--- config.mk ---
export PLATFORM = sky130hd
export DESIGN_NAME = red_blob_centroid_tracker_core
export DESIGN_NICKNAME = d
export VERILOG_FILES = /design/src/rbct_pkg.sv /design/src/red_blob_centroid_tracker_core.sv /design/src/rbct_div.sv
export SDC_FILE = /design/constraint.sdc
export NUM_CORES = 1
export LEC_CHECK = 0
export ABC_AREA = 1
export BUFFER_PORTS_ARGS = -buffer_cell sky130_fd_sc_hd__buf_2
export CORE_UTILIZATION = 36
export DETAILED_ROUTE_END_ITERATION = 16
export PLACE_DENSITY = 0.56
export SKIP_LAST_GASP = 1
export SLEW_MARGIN = 0
export SYNTH_ARGS = -nofsm -noshare
export SYNTH_HDL_FRONTEND = slang
export SYNTH_SLANG_ARGS = --single-unit
--- constraint.sdc ---
create_clock -name clk -period 6.2 [get_ports clk]
set_clock_uncertainty 0.15 [all_clocks]
set_input_delay 1.24 -clock clk [delete_from_list [all_inputs] [get_ports clk]]
set_output_delay 1.24 -clock clk [all_outputs]
set_load 0.005 [all_outputs]
--- src/rbct_pkg.sv ---
`timescale 1ns / 1ps
// ----------------------------------------------------------------------------
// rbct_pkg
// shared types and constants of the red blob centroid tracker
// ----------------------------------------------------------------------------
package rbct_pkg;

  // default raster limits
  localparam int MAX_WIDTH_DEF  = 1024;
  localparam int MAX_HEIGHT_DEF = 1024;

  // field widths
  localparam int LINE_WIDTH_W = 11;
  localparam int THR_W        = 8;
  localparam int COLOR_W      = 8;
  localparam int COUNT_W      = 21;
  localparam int CENT_W       = 10;

  // register reset values
  localparam logic [LINE_WIDTH_W-1:0] LINE_WIDTH_RST = 11'd320;
  localparam logic [THR_W-1:0]        CR_THR_RST     = 8'd180;

  // register indexes
  localparam logic REG_LINE_WIDTH   = 1'b0;
  localparam logic REG_CR_THRESHOLD = 1'b1;

  // q16 coefficients; red term folds in r*65536 - 0.299*r
  localparam logic signed [16:0] COEF_RD   = 17'sd45941;
  localparam logic signed [16:0] COEF_G    = 17'sd38470;
  localparam logic signed [16:0] COEF_B    = 17'sd7471;
  localparam logic signed [16:0] COEF_CR   = 17'sd46727;
  localparam logic signed [8:0]  CR_OFFSET = 9'sd128;

  typedef struct packed {
    logic [COLOR_W-1:0] red;
    logic [COLOR_W-1:0] green;
    logic [COLOR_W-1:0] blue;
    logic               last_pixel;
  } pix_t;

  typedef struct packed {
    logic [COUNT_W-1:0] pixel_count;
    logic [CENT_W-1:0]  centroid_column;
    logic [CENT_W-1:0]  centroid_row;
    logic               found;
  } res_t;

endpackage

--- src/red_blob_centroid_tracker_core.sv ---
`timescale 1ns / 1ps
// ----------------------------------------------------------------------------
// red_blob_centroid_tracker_core
// chroma threshold pixel marking and per-frame blob centroid
// ----------------------------------------------------------------------------
// Pixels come in raster order, one beat per pixel. Each pixel is marked when
// its Cr chroma, (R - Y) * 0.713 + 128 with exact q16 coefficients, is strictly
// above cr_threshold; marked pixels add to a count and to sums of their column
// and row. In a pixel beat one shared 25x17 multiplier forms the red, green
// and blue terms and then the Cr scale in turn; pixel_ready is high only in
// ST_IDLE, so the next pixel waits for the beat. On the frame's last pixel the
// same beat also runs two divisions through one restoring divider, one
// quotient bit per cycle, for QW-bit quotients (QW = clog2 of the larger of
// MAX_WIDTH and MAX_HEIGHT, 10 by default); an empty frame skips the divisions.
// A finished result sits in an output register and the next frame may start
// while it waits for result_ready; a second frame end that finds the register
// still full holds the sequencer, and pixel_ready stays low until the first
// result leaves. An empty frame reports found = 0 with a zero centroid.
// Registers: line_width at 0x0 and cr_threshold at 0x4; the user must write
// them only while the block is idle; the block itself does not enforce it.
// ----------------------------------------------------------------------------
module red_blob_centroid_tracker_core #(
  parameter int MAX_WIDTH  = rbct_pkg::MAX_WIDTH_DEF,
  parameter int MAX_HEIGHT = rbct_pkg::MAX_HEIGHT_DEF
) (
  input  logic           clk,
  input  logic           rst,
  // pixel channel
  input  rbct_pkg::pix_t pixel,
  input  logic           pixel_valid,
  output logic           pixel_ready,
  // result channel
  output rbct_pkg::res_t result,
  output logic           result_valid,
  input  logic           result_ready,
  // register port
  input  logic           psel,
  input  logic           penable,
  input  logic           pwrite,
  input  logic [2:0]     paddr,
  input  logic [31:0]    pwdata,
  output logic [31:0]    prdata,
  output logic           pready
);

  localparam int CW   = $clog2(MAX_WIDTH);
  localparam int RW   = $clog2(MAX_HEIGHT);
  localparam int CAP  = MAX_WIDTH * MAX_HEIGHT;
  localparam int NW   = $clog2(CAP) + 1;
  localparam int QW   = (CW > RW) ? CW : RW;
  localparam int SW   = NW + QW;
  localparam int CMPW = (CW + 1 > rbct_pkg::LINE_WIDTH_W) ? CW + 1 : rbct_pkg::LINE_WIDTH_W;

  typedef enum logic [3:0] {
    ST_IDLE,
    ST_MUL_G,
    ST_MUL_B,
    ST_SUB,
    ST_MUL_CR,
    ST_ACCUM,
    ST_DIV_COL_GO,
    ST_DIV_COL_WAIT,
    ST_DIV_ROW_GO,
    ST_DIV_ROW_WAIT,
    ST_DONE
  } state_t;

  state_t state;

  // configuration registers
  logic [rbct_pkg::LINE_WIDTH_W-1:0] line_width;
  logic [rbct_pkg::THR_W-1:0]        cr_threshold;
  logic                              reg_idx;
  logic                              reg_wr;

  // pixel payload held across the beat
  logic [rbct_pkg::COLOR_W-1:0] green_q;
  logic [rbct_pkg::COLOR_W-1:0] blue_q;
  logic                         last_q;

  // shared multiplier and chroma difference accumulator
  logic signed [24:0] mul_a;
  logic signed [16:0] mul_b;
  logic signed [41:0] prod;
  logic signed [24:0] acc;
  logic signed [8:0]  thr_diff;
  logic signed [41:0] thr_rhs;
  logic               marked;

  // raster position and frame accumulators
  logic [CW-1:0] column_counter;
  logic [RW-1:0] row_counter;
  logic [NW-1:0] marked_count;
  logic [SW-1:0] column_sum;
  logic [SW-1:0] row_sum;
  logic [CMPW-1:0] lw_ext;
  logic [CMPW-1:0] w_eff;
  logic            wrap;

  // divider hookup
  logic          div_start;
  logic [SW-1:0] div_dividend;
  logic          div_done;
  logic [QW-1:0] div_q;
  logic [QW-1:0] q_col;
  logic [QW-1:0] q_row;

  // ---------------------------------------------------------------- registers
  assign pready  = 1'b1;
  assign reg_idx = paddr[2];
  assign reg_wr  = psel && penable && pwrite;

  always_comb begin
    unique case (reg_idx)
      rbct_pkg::REG_LINE_WIDTH:   prdata = 32'(line_width);
      rbct_pkg::REG_CR_THRESHOLD: prdata = 32'(cr_threshold);
      default:                    prdata = '0;
    endcase
  end

  always_ff @(posedge clk) begin
    if (rst) begin
      line_width   <= rbct_pkg::LINE_WIDTH_RST;
      cr_threshold <= rbct_pkg::CR_THR_RST;
    end else if (reg_wr) begin
      unique case (reg_idx)
        rbct_pkg::REG_LINE_WIDTH:   line_width   <= pwdata[rbct_pkg::LINE_WIDTH_W-1:0];
        rbct_pkg::REG_CR_THRESHOLD: cr_threshold <= pwdata[rbct_pkg::THR_W-1:0];
        default: ;
      endcase
    end
  end

  // ------------------------------------------------------- shared multiplier
  // operand select follows the sequencer; product registered every cycle
  always_comb begin
    unique case (state)
      ST_IDLE: begin
        mul_a = $signed({17'b0, pixel.red});
        mul_b = rbct_pkg::COEF_RD;
      end
      ST_MUL_G: begin
        mul_a = $signed({17'b0, green_q});
        mul_b = rbct_pkg::COEF_G;
      end
      ST_MUL_B: begin
        mul_a = $signed({17'b0, blue_q});
        mul_b = rbct_pkg::COEF_B;
      end
      ST_MUL_CR: begin
        mul_a = acc;
        mul_b = rbct_pkg::COEF_CR;
      end
      default: begin
        mul_a = '0;
        mul_b = '0;
      end
    endcase
  end

  always_ff @(posedge clk) begin
    prod <= mul_a * mul_b;
  end

  // marked when d * 0.713 (q32) > (threshold - 128) << 32
  assign thr_diff = $signed({1'b0, cr_threshold}) - rbct_pkg::CR_OFFSET;
  assign thr_rhs  = {thr_diff[8], thr_diff, 32'b0};
  assign marked   = (prod > thr_rhs) && (marked_count < NW'(CAP));

  // effective line width, clamped to 1 .. MAX_WIDTH
  assign lw_ext = CMPW'(line_width);
  always_comb begin
    priority if (lw_ext == '0) begin
      w_eff = CMPW'(1);
    end else if (lw_ext > CMPW'(MAX_WIDTH)) begin
      w_eff = CMPW'(MAX_WIDTH);
    end else begin
      w_eff = lw_ext;
    end
  end
  assign wrap = (CMPW'(column_counter) + CMPW'(1)) >= w_eff;

  // ------------------------------------------------------------------ divider
  assign div_start    = ((state == ST_DIV_COL_GO) && (marked_count != '0)) ||
                        (state == ST_DIV_ROW_GO);
  assign div_dividend = (state == ST_DIV_ROW_GO) ? row_sum : column_sum;

  rbct_div #(
    .DVD_W (SW),
    .DVS_W (NW),
    .Q_W   (QW)
  ) u_div (
    .clk      (clk),
    .rst      (rst),
    .start    (div_start),
    .dividend (div_dividend),
    .divisor  (marked_count),
    .done     (div_done),
    .quotient (div_q)
  );

  assign pixel_ready = (state == ST_IDLE);

  // ---------------------------------------------------------------- sequencer
  always_ff @(posedge clk) begin
    if (rst) begin
      state          <= ST_IDLE;
      result_valid   <= 1'b0;
      column_counter <= '0;
      row_counter    <= '0;
      marked_count   <= '0;
      column_sum     <= '0;
      row_sum        <= '0;
    end else begin
      // in ST_DONE the output register is reloaded whenever result_ready is high
      if (result_ready && (state != ST_DONE)) begin
        result_valid <= 1'b0;
      end
      unique case (state)
        ST_IDLE: begin
          if (pixel_valid) begin
            green_q <= pixel.green;
            blue_q  <= pixel.blue;
            last_q  <= pixel.last_pixel;
            state   <= ST_MUL_G;
          end
        end
        ST_MUL_G: begin
          acc   <= prod[24:0];
          state <= ST_MUL_B;
        end
        ST_MUL_B: begin
          acc   <= acc - prod[24:0];
          state <= ST_SUB;
        end
        ST_SUB: begin
          acc   <= acc - prod[24:0];
          state <= ST_MUL_CR;
        end
        ST_MUL_CR: begin
          state <= ST_ACCUM;
        end
        ST_ACCUM: begin
          if (marked) begin
            marked_count <= marked_count + NW'(1);
            column_sum   <= column_sum + SW'(column_counter);
            row_sum      <= row_sum + SW'(row_counter);
          end
          if (last_q) begin
            column_counter <= '0;
            row_counter    <= '0;
            state          <= ST_DIV_COL_GO;
          end else begin
            if (wrap) begin
              column_counter <= '0;
              if (row_counter != RW'(MAX_HEIGHT - 1)) begin
                row_counter <= row_counter + RW'(1);
              end
            end else begin
              column_counter <= column_counter + CW'(1);
            end
            state <= ST_IDLE;
          end
        end
        ST_DIV_COL_GO: begin
          // empty frame skips both divisions
          if (marked_count == '0) begin
            q_col <= '0;
            q_row <= '0;
            state <= ST_DONE;
          end else begin
            state <= ST_DIV_COL_WAIT;
          end
        end
        ST_DIV_COL_WAIT: begin
          if (div_done) begin
            q_col <= div_q;
            state <= ST_DIV_ROW_GO;
          end
        end
        ST_DIV_ROW_GO: begin
          state <= ST_DIV_ROW_WAIT;
        end
        ST_DIV_ROW_WAIT: begin
          if (div_done) begin
            q_row <= div_q;
            state <= ST_DONE;
          end
        end
        ST_DONE: begin
          // load the output register once the previous result has left
          if (!result_valid || result_ready) begin
            result.pixel_count     <= rbct_pkg::COUNT_W'(marked_count);
            result.centroid_column <= rbct_pkg::CENT_W'(q_col);
            result.centroid_row    <= rbct_pkg::CENT_W'(q_row);
            result.found           <= (marked_count != '0);
            result_valid           <= 1'b1;
            marked_count           <= '0;
            column_sum             <= '0;
            row_sum                <= '0;
            state                  <= ST_IDLE;
          end
        end
        default: begin
          state <= ST_IDLE;
        end
      endcase
    end
  end

endmodule

--- src/rbct_div.sv ---
`timescale 1ns / 1ps
// ----------------------------------------------------------------------------
// rbct_div
// restoring divider, one quotient bit per cycle, quotient known to fit q_w bits
// ----------------------------------------------------------------------------
module rbct_div #(
  parameter int DVD_W = 31,
  parameter int DVS_W = 21,
  parameter int Q_W   = 10
) (
  input  logic             clk,
  input  logic             rst,
  input  logic             start,
  input  logic [DVD_W-1:0] dividend,
  input  logic [DVS_W-1:0] divisor,
  output logic             done,
  output logic [Q_W-1:0]   quotient
);

  localparam int SCW = (Q_W > 1) ? $clog2(Q_W) : 1;

  logic             busy;
  logic [SCW-1:0]   step;
  logic [DVD_W-1:0] rem;
  logic [DVD_W-1:0] dsh;
  logic             ge;

  assign ge = (rem >= dsh);

  always_ff @(posedge clk) begin
    if (rst) begin
      busy <= 1'b0;
      done <= 1'b0;
    end else begin
      done <= 1'b0;
      if (busy) begin
        if (ge) begin
          rem <= rem - dsh;
        end
        quotient <= (quotient << 1) | Q_W'(ge);
        dsh      <= dsh >> 1;
        if (step == '0) begin
          busy <= 1'b0;
          done <= 1'b1;
        end else begin
          step <= step - SCW'(1);
        end
      end else if (start) begin
        rem      <= dividend;
        dsh      <= DVD_W'(divisor) << (Q_W - 1);
        quotient <= '0;
        step     <= SCW'(Q_W - 1);
        busy     <= 1'b1;
      end
    end
  end

endmodule

==> results of run 1 <==
[synthesized netlist by cell type (all sizes together), types with 21 or more instances]
cell,instances,area [um^2]
nand2,911,3420
buf,52,335
xor2,61,534
clkbuf,56,210
edfxtp,179,5380
dfxtp,171,3420
nand3,229,1150
a31oi,22,138
nor3,53,265
ha,209,2620
a21oi,250,1250
o21ai,207,1040
xnor2,41,359
nor2,499,1900
nand4,52,325
fa,360,7210
o21bai,21,158
inv,973,3650
[layout make-up]
type,count,area share
timing repair buffer,464,0.0823
sequential,350,0.210
tap,1254,0.0374
inverter,973,0.0879
multi-input combinational,3153,0.550
clock inverter,20,0.00522
clock buffer,55,0.0272
antenna,1,0.0000596
[metrics by stage]
stage               utilization  cell area (um^2)  hold WS (ns)  instances
global route              0.449             42000         0.278       6269
global placement          0.413             38600         0.256       6147
CTS                       0.434             40600         0.271       6236
finish                    0.449             42000         0.269       6270
floorplan                     -             34600         0.250       4584
detailed placement        0.413             38600         0.256       6147
[cells by family after synthesis]
family / Yosys count / synth area share
AND/OR/NAND/NOR: 1798 / 0.218
buffers and inverters: 1081 / 0.123
adder cells (fa/ha/maj): 569 / 0.288
AO/OA/AOI/OAI: 544 / 0.0854
flip-flops: 350 / 0.258
XOR/XNOR: 102 / 0.0262
other: 2 / 0.000221
[metal layers]
layer,vias to the layer above,share of wire,global-route usage
met5,-,0.00049,0
met4,8,0.023,0.0505
met3,125,0.050,0.0223
met2,636,0.47,0.348
met1,13845,0.46,0.291
li1,14726,-,-
[registers in the layout, indices dropped and copies added (netlist names), 10 cells and up]
signal / count
acc: 25
column_counter: 10
column_sum: 31
line_width: 11
marked_count: 21
prod: 42
q_col: 10
q_row: 10
result: 42
row_counter: 10
row_sum: 31
u_div.dsh: 30
u_div.quotient: 10
u_div.rem: 31
[path summary, 6_finish.rpt]
path | slack [ns] | endpoint | cells after the start
setup / recovery | 0.01 | prod[38]$_DFF_P_ | 27
hold / removal | 0.27 | result[20]$_DFFE_PP_ | 0
setup reg to reg | 0.01 | prod[38]$_DFF_P_ | 27
hold reg to reg | 0.27 | result[20]$_DFFE_PP_ | 0
[what timing repair did]
item | 4_1_cts | 5_1_grt
gates resized for setup | 125 | 328
pin swaps | 24 | 163
setup endpoints to repair | 27 | 32
buffers inserted | 14 | 33
cloned | 0 | 1
[cell usage in the layout, fill, tap and decap left out, drive strengths merged, types with 3 or more instances in the layout]
| cell | n |
|---|---|
| bufinv | 3 |
| a21o | 14 |
| xor2 | 61 |
| clkinvlp | 8 |
| xnor2 | 41 |
| nor4 | 13 |
| o21ai | 207 |
| inv | 971 |
| o22ai | 8 |
| nand3 | 229 |
| dfxtp | 171 |
| a21boi | 12 |
| nand3b | 19 |
| nand4 | 52 |
| or2 | 16 |
| a21oi | 250 |
| clkinv | 11 |
| ha | 209 |
| nor2 | 499 |
| a31oi | 22 |
| edfxtp | 179 |
| nand2 | 911 |
| conb | 140 |
| clkbuf | 56 |
| nor3 | 53 |
| and3 | 3 |
| o21bai | 21 |
| buf | 463 |
| fa | 360 |
[worst max-delay path, cell delays in order (launching register included)]
cell      delay, ns
dfxtp_4        0.37
inv_2          0.04
nor2_2         0.12
inv_2          0.07
nor2_4         0.15
buf_12         0.13
buf_12         0.14
buf_8          0.14
nand2_2        0.08
inv_2          0.12
fa_1           0.46
fa_1           0.44
fa_1           0.52
fa_1           0.53
fa_1           0.54
inv_1          0.05
fa_1           0.52
inv_1          0.06
ha_4           0.29
nand2_2        0.07
buf_4          0.14
nor2_2         0.10
inv_2          0.05
nor4_2         0.30
buf_4          0.17
nand3b_1       0.09
nand3_2        0.12
xor2_1         0.13
==> reports/summary.md, run 1 <==
The count of buffers added on input and output ports is 98. TritonCTS built the clock tree. For this run the aggregate overflow at the end of global routing stands at 0. The accumulated negative setup slack came out at 0 ns. The via count of the first global-routing pass was 28926. The run gives 0 as the final number of hold-violating endpoints. For the max-cap violation count, the log shows 0.

The tools report the headroom to the max-slew limit as 0.282. The synthesized design contains 350 register bits. In this run, CTS created clock tree buffers numbering 41. Dividing the synthesized area by the synthesized cell count gives 7.66 um^2. The tools report the reg-to-reg critical path startpoint as state[2]$_SDFFE_PP0P_. The layout net count is 5619.

The share of final-layout standard cells stronger than drive strength 1 was 0.177; the number of warnings reported in the yosys synthesis log was 0. At the pin with the least slew margin, the transition time is 1.08 ns. For the worst-skew pair later-pin latency, the log shows 0.59 ns.

The most critical setup path has its startpoint at state[2]$_SDFFE_PP0P_. The congestion estimate from routability-driven global placement came to 0.959. The area growth from synthesis to layout is 23.2%. Row generation in the floorplan step produced 112 rows. The die area is 95800 um^2. Counting flops with a built-in enable in the synthesized netlist gives 179.

The tools report the number of antenna violations at the first check in global routing as 5. Setup violations remaining at the end of the flow were counted as 0. I/O pin total: 144. Dividing the detail-routed via count by the number of cells gives 4.68. After floorplanning, the core was sized to cover 93500 um^2. Most used flip-flop cell after synthesis: edfxtp_1. Summing all flip-flop and latch instances after layout gives 8810 um^2.

The run gives 79.9 mm as the total half-perimeter wirelength after legalization and detailed placement. The largest fanout on the critical path is 7. In this run the remaining antenna-violating nets after routing total 0. For this design, the CTS-stage hold fixing added 0 buffers.

Clock-pin slew was measured on the worst setup and hold paths at 0.06 ns. In this run the clock root is driven by a clkbuf_16. Once routing completed, OpenROAD measured the worst setup slack at 0.0139 ns. After detailed routing, the number of remaining DRC violations is 0.

The share of the clock period used by the worst path came out at 0.998. The worst setup path is launched from a flop. The critical setup path kind is flop to flop.

In the final routed layout, each cell accounts on average for 15.9 um. Counting distinct cell types in the post-synthesis netlist gives 44. Horizontal die dimension: 310 um. In this run the deepest clock path goes through 3 buffers. For the signal arrival time at the worst endpoint, the log shows 6.55 ns.

For this design, the sink count on the clock tree is 350. For the finished layout, the period the worst path requires is 6.19 ns. Setup repair after global routing could not meet its margin everywhere. The clock tree synthesis step divided the H-tree into 2 levels. The netlist area before placement was 34100 um^2. The register area share after synthesis was 0.258.

The first TritonRoute pass finished after 6 iterations. The multi-input combinational cell area is 23100 um^2, and the maximum clock frequency is 162 MHz. After filler insertion, the fill cell instance count of the layout stands at 9453.

The run gives -0.625 ns as the post-place setup slack. The initial detailed-routing violation count was 1770. The cell count after synthesis came out at 4446.

Summing over every cut layer, the via total after detailed routing is 29340. The data required time of the worst path was 6.56 ns. The min-delay analysis places its worst path in the category flop to flop.

Summed over all layers, the routed wires come to 99.5 mm. The flow ran to the end, and the final reports show no timing, DRC or antenna violations. The logs give 0 for the number of slew-limit violations in the final report and 0.210 for the global routing usage summed across all routing layers.

The starting density of the core was 0.364; the first-pass GRT wire length was 157 mm. Entering global routing, the biggest net connects 85 pins. The die height works out to 310 um. The async set or reset register ratio after synthesis came out at 0. The worst setup path is captured at a flop. The worst hold path begins at q_col[9]$_SDFFCE_PN0P_.
Power of run 1 is not shown: default switching activity piles up to over one toggle a cycle in this logic, so the estimate is an artifact.
==> run 2, diff against run 1 <==
==> constraint.sdc (replaced) <==
create_clock -name clk -period 5.2 [get_ports clk]
set_clock_uncertainty 0.15 [all_clocks]
set_input_delay 0.26 -clock clk [delete_from_list [all_inputs] [get_ports clk]]
set_output_delay 0.26 -clock clk [all_outputs]
set_load 0.005 [all_outputs]
==> reports/summary.md, run 2 (synthesis gave the netlist of run 1 again) <==
The tools report the final number of setup-violating endpoints as 33 (+33). The minimum clock period came out at 6.04 ns (-0.151 ns). In the layout the commonest cells are inv_1 (919), nand2_1 (860), nor2_1 (429), buf_4 (355), fa_1 (344). Setup repair after global routing could not meet its margin everywhere.

For the global routing usage summed across all routing layers, the log shows 0.218 (+0.00882). The share of final-layout standard cells stronger than drive strength 1 is 0.171 (-0.00549), and the number of antenna violations at the first check in global routing is 7 (+2). The final weighted congestion of routability-driven global placement was 0.940 (-2.0%); the number of inserted filler cells in the final layout was 9331 (-1.3%). The number of remaining DRC errors was 0 (unchanged); the area of the placeable core was 93500 um^2 (unchanged).

The share of the clock period used by the worst path works out to 1.16 (+0.163). The dominant cell type by count on the critical path was fa_1. Headroom to the max-slew limit: 0.324 (+0.0428).

The average wire per standard cell is 16.1 um (+1.5%). Peak per-stage delay on the critical path: 0.50 ns (-0.04 ns). The data required time of the worst path is 5.51 ns (-1.05 ns). Worst path setup slack after routing: -0.835 ns (-0.849 ns). The final reports fail on setup timing. The tools report the maximum number of pins on one net before global-route repair as 74 (-13%). The number of slew-limit violations in the final report is 0 (unchanged). The worst setup path is captured at a flop. The layout net count is 5658 (+0.69%), and the worst-skew pair later-pin latency is 0.57 ns (-0.02 ns). The logs give 144 (unchanged) for the I/O pin total and 2 (unchanged) for the count of H-tree levels built during CTS. The final number of hold-violating endpoints came out at 0 (unchanged). The length of the first detailed-routing pass in iterations came out at 8 (+2). The largest fanout on the critical path is 9 (+2). The kind of start point of the critical path was a flop.

The count of port buffers added during placement is 98 (unchanged). The run gives 112 (unchanged) as the count of standard-cell rows. The maximum clock frequency was 166 MHz (+2.5%); the count of antenna-violating nets left after detailed routing was 0 (unchanged). TritonCTS built the clock tree. Worst hold-check path type: primary input to flop.

The area used by sequential logic in the layout is 8810 um^2 (unchanged), and the detailed-route wire length is 102 mm (+2.2%). Leaving out fill and tap cells, the most frequent cell in the layout is inv_1. The die height is 310 um (unchanged). The slowest stage of the critical path is the fa_1 cell.

The tools report the sum of overflow across all layers after global routing as 0 (unchanged). The initial detailed-routing violation count is 2077 (+17%), and the detailed-route vias per instance is 4.73 (+0.98%). The run gives 350 (unchanged) as the number of sinks driven by the clock tree. The number of CTS-inserted buffers was 41 (unchanged); the number of vias in the routed layout was 29825 (+1.7%). The tools report the starting density of the core as 0.364 (unchanged). The actual transition at the worst max-transition pin was 1.01 ns (-0.0689 ns). The critical setup path kind was flop to flop.

The logs give 30002 (+3.7%) for the via count of the first global-routing pass and -22.54 ns (-22.54 ns) for the accumulated negative setup slack. The total half-perimeter wirelength after legalization and detailed placement was 82.8 mm (+3.6%); the signal arrival time at the worst endpoint was 6.35 ns (-0.20 ns). The tools report the first-pass GRT wire length as 163 mm (+4.0%). The clock-pin slew on the worst setup and hold paths works out to 0.06 ns (about the same). The largest registers in the layout are prod (42), result (42). For the multi-input combinational cell area, the log shows 23100 um^2 (about the same). The die area is 95800 um^2 (unchanged), and the horizontal die dimension is 310 um (unchanged).

Area growth from synthesis to layout: 24.3%. The flow ran to the end, but the final reports show violations. The maximum clock path buffer count was 3 (unchanged); the max-cap violation count was 0 (unchanged).

CTS placed an instance of clkbuf_16 at the clock tree root.
run 2: path summary, 6_finish.rpt:
path | startpoint | to | slack (ns) | depth (start not counted)
worst min-delay path | penable | cr_threshold[4]$_SDFFE_PP1P_ | 0.15 | 4
worst min register to register | q_col[6]$_SDFFCE_PN0P_ | result[17]$_DFFE_PP_ | 0.27 | 0
worst max-delay path | state[1]$_SDFFE_PP0P_ | prod[23]$_DFF_P_ | -0.84 | 26
worst max register to register | state[1]$_SDFFE_PP0P_ | prod[23]$_DFF_P_ | -0.84 | 26
run 2: cell type report:
cell class,count,area share
multi-input cells,3153,0.546
flip-flops and latches,350,0.208
repair buffers,503,0.0891
inverters,973,0.0872
well taps,1254,0.0371
clock buffers,54,0.0271
clock inverters,20,0.00514
diodes,5,0.000296
run 2: through the flow:
stage | setup WS [ns] | std cells | hold WS (ns) | util | cell area, um^2
2_1_floorplan | -0.619 | 4584 | 0.209 | - | 35100
3_3_place_gp | -1.11 | 6168 | 0.253 | 0.419 | 39200
3_5_place_dp | -1.19 | 6168 | 0.255 | 0.419 | 39200
4_1_cts | -0.808 | 6302 | 0.127 | 0.451 | 42200
5_1_grt | -1.12 | 6310 | 0.140 | 0.453 | 42300
6_report | -0.835 | 6312 | 0.145 | 0.453 | 42300
run 2: metal layers:
metal | vias up | track usage | part of all wire | wire (um)
met5 | - | 0 | 0.00030 | 31
met4 | 4 | 0.0695 | 0.032 | 3260
met3 | 136 | 0.0310 | 0.054 | 5510
met2 | 720 | 0.355 | 0.46 | 46500
met1 | 14131 | 0.298 | 0.46 | 46500
li1 | 14834 | - | - | -
run 2: repair_timing:
action                                  CTS  global route
endpoints found under the setup margin   33            34
pin swaps                               126            19
cloned                                    2             0
buffers inserted                         29             5
endpoints found under the hold margin    56             0
resized for setup                       259            33
hold buffers                             31             0
run 2: critical path: cells and delay by family, from the launching register on:
kind                     cells  cell delay, ns
XOR/XNOR                     1            0.13
AO/OA/AOI/OAI                3            0.49
buffers and inverters        9            1.01
adder cells (fa/ha/maj)      7            2.92
AND/OR/NAND/NOR              6            0.84
flip-flops                   1            0.36
Power of run 2 is left out for the same reason.
